<file path="config.mk">
export PLATFORM = sky130hd
export DESIGN_NAME = msp_chk_core
export DESIGN_NICKNAME = d
export VERILOG_FILES = /design/src/hdl/msp_chk_pkg.sv /design/src/hdl/msp_chk_core.sv
export SDC_FILE = /design/constraint.sdc
export NUM_CORES = 1
export LEC_CHECK = 0
export BUFFER_PORTS_ARGS = -buffer_cell sky130_fd_sc_hd__buf_2
export CAP_MARGIN = 20
export CORE_UTILIZATION = 60
export DETAILED_ROUTE_END_ITERATION = 10
export PLACE_DENSITY = 0.87
export SETUP_SLACK_MARGIN = 0.5
export SYNTH_ARGS = -nofsm -noshare
export SYNTH_HDL_FRONTEND = slang
export SYNTH_SLANG_ARGS = --single-unit
</file>
<file path="constraint.sdc">
create_clock -name clk -period 4.6 [get_ports clk]
set_clock_uncertainty 0.05 [all_clocks]
set_input_delay 0.46 -clock clk [delete_from_list [all_inputs] [get_ports clk]]
set_output_delay 0.46 -clock clk [all_outputs]
set_load 0.05 [all_outputs]
</file>
<file path="src/hdl/msp_chk_pkg.sv">
// Shared types and constants for the response-frame checker.
package msp_chk_pkg;

	localparam int HEADER_LEN = 3;
	localparam int BYTE_W     = 8;
	localparam int POS_W      = 9;
	localparam int TDATA_W    = 16;
	localparam int PAD_W      = TDATA_W - BYTE_W - 2;

	localparam logic [POS_W-1:0] POS_SIZE = POS_W'(HEADER_LEN);
	localparam logic [POS_W-1:0] POS_CMD  = POS_W'(HEADER_LEN + 1);
	localparam logic [POS_W-1:0] POS_DATA = POS_W'(HEADER_LEN + 2);

	typedef enum logic [0:0] {
		REG_CMD = 1'b0,
		REG_LEN = 1'b1
	} reg_idx_t;

	typedef enum logic [1:0] {
		ST_OK  = 2'd0,
		ST_LEN = 2'd1,
		ST_CMD = 2'd2,
		ST_SUM = 2'd3
	} status_t;

	typedef enum logic [0:0] {
		KIND_PAYLOAD = 1'b0,
		KIND_STATUS  = 1'b1
	} kind_t;

	typedef struct packed {
		logic              valid;
		kind_t             kind;
		logic [BYTE_W-1:0] payload;
		status_t           status;
		logic              last;
	} result_t;

endpackage

</file>
<file path="src/hdl/msp_chk_core.sv">
// Frame position tracking, checksum and header checks.
module msp_chk_core (
	input  logic                              clk,
	input  logic                              arst_n,
	input  logic                              advance,
	input  logic [msp_chk_pkg::BYTE_W-1:0]    byte_s1,
	input  logic                              start_s1,
	input  logic [msp_chk_pkg::BYTE_W-1:0]    exp_cmd,
	input  logic [msp_chk_pkg::BYTE_W-1:0]    exp_len,
	output msp_chk_pkg::result_t              res
);

	logic [msp_chk_pkg::POS_W-1:0]  pos_q, pos_n, pos_eff, pos_sum;
	logic [msp_chk_pkg::BYTE_W-1:0] xor_q, xor_n, xor_eff;
	logic                           len_bad_q, len_bad_n, len_bad_eff;
	logic                           cmd_bad_q, cmd_bad_n, cmd_bad_eff;

	assign pos_eff     = start_s1 ? '0 : pos_q;
	assign xor_eff     = start_s1 ? '0 : xor_q;
	assign len_bad_eff = start_s1 ? 1'b0 : len_bad_q;
	assign cmd_bad_eff = start_s1 ? 1'b0 : cmd_bad_q;
	assign pos_sum     = msp_chk_pkg::POS_DATA + {1'b0, exp_len};

	always_comb begin
		pos_n       = pos_eff + 1'b1;
		xor_n       = xor_eff;
		len_bad_n   = len_bad_eff;
		cmd_bad_n   = cmd_bad_eff;
		res.valid   = 1'b0;
		res.kind    = msp_chk_pkg::KIND_PAYLOAD;
		res.payload = '0;
		res.status  = msp_chk_pkg::ST_OK;
		res.last    = 1'b0;
		priority if (pos_eff >= pos_sum) begin
			pos_n     = '0;
			xor_n     = '0;
			len_bad_n = 1'b0;
			cmd_bad_n = 1'b0;
			res.valid = 1'b1;
			res.kind  = msp_chk_pkg::KIND_STATUS;
			res.last  = 1'b1;
			priority if (len_bad_eff) begin
				res.status = msp_chk_pkg::ST_LEN;
			end else if (cmd_bad_eff) begin
				res.status = msp_chk_pkg::ST_CMD;
			end else if (xor_eff != byte_s1) begin
				res.status = msp_chk_pkg::ST_SUM;
			end else begin
				res.status = msp_chk_pkg::ST_OK;
			end
		end else if (pos_eff < msp_chk_pkg::POS_SIZE) begin
			// skip preamble
		end else if (pos_eff == msp_chk_pkg::POS_SIZE) begin
			len_bad_n = (byte_s1 != exp_len);
			xor_n     = byte_s1;
		end else if (pos_eff == msp_chk_pkg::POS_CMD) begin
			cmd_bad_n = (byte_s1 != exp_cmd);
			xor_n     = xor_eff ^ byte_s1;
		end else begin
			xor_n       = xor_eff ^ byte_s1;
			res.valid   = 1'b1;
			res.payload = byte_s1;
		end
	end

	always_ff @(posedge clk or negedge arst_n) begin
		if (!arst_n) begin
			pos_q     <= '0;
			xor_q     <= '0;
			len_bad_q <= 1'b0;
			cmd_bad_q <= 1'b0;
		end else if (advance) begin
			pos_q     <= pos_n;
			xor_q     <= xor_n;
			len_bad_q <= len_bad_n;
			cmd_bad_q <= cmd_bad_n;
		end
	end

endmodule

</file>
After elaboration in Yosys (flattened, before gate mapping)
Index checks and enable logic that the tools add are counted.

storage, ports and cells
  bits in registers = 19
  output and inout port bits = 13
  logic and storage cells = 42

cells by class
  $add $sub $neg = 2
  order comparisons = 2
  equality and inequality tests = 5
  mux-type cells = 28
  bitwise operators = 1

operators with widths
  cell                                                         number
  2-to-1 mux 8 bit                                             8
  inequality test 8 bit                                        3
  2-to-1 mux 9 bit                                             2
  2-to-1 mux 1 bit                                             14
  adder 3 x 8 -> 9 bit (first input constant)                  1
  adder 9 x 1 -> 9 bit (second input constant)                 1
  == test 9 x 2 -> 1 bit (second input constant)               1
  == test 9 x 3 -> 1 bit (second input constant)               1
  greater-or-equal comparator 9 bit                            1
  less-than comparator 9 x 2 -> 1 bit (second input constant)  1
  bitwise XOR 8 bit                                            1
  2-to-1 mux 2 bit                                             3
  2-to-1 mux 3 bit                                             1

Logic depth before layout (Yosys ltp)
  depth in word-level cells = 6
  depth in mapped cells = 11
  depth with buffers taken out = 10

Worst setup path after synthesis
OpenSTA, ideal clock, no wires.

  path kind = input to output
  start point = in exp_len[0] (netlist name)
  end point = out res[1] (netlist name)
  data arrival time = 3059 ps
  data required time = 4090 ps
  slack = 1031 ps
  stages = 11
  cells stage by stage = ha_1 o21ai_0 xor2_1 ha_1 a21oi_1 nor2_1 a211oi_2 clkinv_1 clkbuf_1 nand2_1 o21ai_0

RTL lines
  item             line                text
  start, declared  msp_chk_core.sv:9   input logic [msp_chk_pkg::BYTE_W-1:0] exp_len,
  end, declared    msp_chk_core.sv:10  output msp_chk_pkg::result_t res

==> flow_metrics.tcl <==
set metrics [dict create \
    total_power_w 0.000585 \
    htreeDepth 1 \
    syn_area_per_cell_um2 7.96 \
    num-fill-cells 254 \
    synth_ff_type "dfrtp_1" \
    arrival_ns 3.06 \
    clkTransAtPathRegs_ns 0.13 \
    die_h_um 60.3 \
    critPathMaxFanout 14 \
    placed_cell_area_um2 2240 \
    drc 0 \
    wl_per_cell_um 16.7 \
    maxSlewViolCount 0 \
    synth_fp_nets 296 \
    syn_to_final_growth_pct 11.1 \
    grt_pass1_wl_um 8350 \
    hold_viol_final 1 \
    root_buffer "clkbuf_4" \
    initial_core_util 0.652 \
    drt_iter0_drc 143 \
    endpoint_kind "output pin" \
    drt_pass1_iterations 5 \
    yosys_warnings 0 \
    period_needed_ns 3.57 \
    postCtsResizedCells 0 \
    ys_ff_latch 19 \
    clk_latency_ns 0.33 \
    power_leakage_nw 0.997 \
    design.die.area_um2 3630 \
    antenna_left 0 \
    cts_setup_buffers 0 \
    hold_class "input port to async pin" \
    tightest_slew_ns 0.761 \
    dp_cells 324 \
    failed_checks "negative hold slack" \
    grtUsageTotal 0.316 \
    place_congestion 0.835 \
    synthDistinctLibCells 42 \
    cts_tree "yes" \
    dp_hpwl_um 4120 \
    portBuffers 40 \
    async_flop_share 1.00 \
    rsz0062_at_grt "false" \
    max_slew_margin 0.492 \
    drv_cap 0 \
    holdBufCountCts 0 \
    grt_pass1_vias 1786 \
    path_class "flop to output pin" \
    seqCellArea_um2 475 \
    fin_nets 325 \
    timing.hold.ws_ns -0.0000275 \
    multiInputGateArea_um2 1470 \
    die_w_um 60.3 \
    final_common_cell "buf_2" \
    io_pins 41 \
    syn-cell-area_um2 2040 \
    clkSinkCount 19 \
    worst-endpoint-required_ns 4.09 \
    fin_tns_setup_ns 0 \
    post-route-period-util 0.776 \
    core_area_um2 3130 \
    wl_um 5470 \
    drive_gt1_frac 0.183 \
    cts_buffers 3 \
    rows 20 \
    grt_max_degree 25 \
    ir_drop_uv 157 \
    synthTopCellsByArea "dfrtp_1 23%, ha_1 7.4%, xnor2_1 7.3%" \
    final_area_um2 2260 \
    final_cell_mix "40 x buf_2, 26 x nand2_1, 21 x nor2_1, 19 x dfrtp_1, 17 x xnor2_1" \
    grt_overflow 0 \
    stdcell_count 328 \
    clockBufferDepth 2 \
    grt_antenna_before_repair 0 \
    ys_seq_area_frac 0.233 \
    yosysTopAreaCell "dfrtp_1" \
    synth_edf_count 0 \
    p_per_area_nw_per_um2 258 \
    report.final.setup_viol 0 \
    insertedDiodeCount 0 \
    syn_inst 256 \
    status "finished with violations" \
    viasPerCell 6.42 \
    yosys.area.top_type_share 0.233 \
    fmax_ghz 0.280 \
    start_kind "flop" \
    via_count 2106 \
]
## metrics by stage
| step | hold WS, ns | utilization | worst slack (ns) |
|---|---|---|---|
| 2_1_floorplan | 0.114 | - | 1.03 |
| 3_3_place_gp | 0.388 | 0.715 | 1.19 |
| 3_5_place_dp | 0.382 | 0.715 | 1.10 |
| 4_1_cts | 0.0277 | 0.724 | 1.05 |
| 5_1_grt | 0.0464 | 0.724 | 0.802 |
| 6_report | -0.0000275 | 0.724 | 1.03 |
## cell families (layout without fill, tap and decap cells)
group	after synthesis	after routing	share of synthesized area
and+or+nand+nor	104	104	0.277
xor gates and xnor gates	30	30	0.129
buffers and inverters	25	53	0.0479
adders and majority gates	12	12	0.0737
DFF	19	19	0.233
AOI/OAI and AO/OA	66	66	0.239
## power by group
| group | internal (W) | switching, W | leakage [nW] |
|---|---|---|---|
| registers | 0.000201 | 0.0000522 | 0.252 |
| logic | 0.000102 | 0.000135 | 0.726 |
| clock network | 0.0000327 | 0.0000618 | 0.0177 |
| total | 0.000336 | 0.000249 | 0.997 |
## worst max-delay path, cell delays in order, from the launching register on
cell,delay (ns)
dfrtp_1,0.49
nor2b_1,0.37
ha_1,0.31
a21oi_1,0.14
o21ai_0,0.13
a211oi_2,0.20
buf_4,0.23
clkinv_1,0.10
nor2_1,0.30
and2_1,0.20
buf_2,0.27
## cell usage after synthesis, types with 2 or more instances
master,n
o2bb2ai_1,8
a31oi_1,9
dfrtp_1,19
nor2b_1,11
a21oi_1,7
a31o_2,2
clkbuf_1,16
a22o_1,3
a32oi_1,4
and3_1,4
nand3_1,7
o21ai_0,15
nor4bb_1,4
a211o_1,2
nand2_1,26
xor2_1,13
xnor2_1,17
o41ai_1,3
inv_1,6
ha_1,12
a211oi_1,5
o211ai_1,2
and2_1,13
nor4_1,4
nor2_1,21
nand4_1,6
and4_1,2
## final cells by class
type / count / share of cell area
repair buffers: 42 / 0.0950
flip-flops and latches: 19 / 0.210
inverters: 7 / 0.0116
well taps: 44 / 0.0243
clock buffers: 3 / 0.00994
multi-input cells: 212 / 0.647
clock inverters: 1 / 0.00221
## state kept, by name (all words and copies together), names as in the netlist
register   cells
len_bad_q      1
xor_q          8
cmd_bad_q      1
pos_q          9
## routing by layer
layer | vias to the layer above | global-route usage | wire length (µm)
li1 | 987 | - | -
met1 | 988 | 0.416 | 2330
met2 | 110 | 0.499 | 2540
met3 | 21 | 0.0606 | 451
met4 | 0 | 0.133 | 147
met5 | - | 0 | 0
## final timing paths
path / startpoint / end / slack [ns] / cells past startpoint
max: pos_q[2] / res[8] / 1.03 / 10
min: arst_n / xor_q[0] / -0.00003 / 1
max reg2reg: pos_q[2] / xor_q[4] / 1.86 / 9
min reg2reg: cmd_bad_q / cmd_bad_q / 0.48 / 1
max in group asynchronous: arst_n / pos_q[7] / 4.17 / 1
min in group clk: byte_s1[3] / xor_q[3] / 0.43 / 3
(Power assumes the default switching activity.)
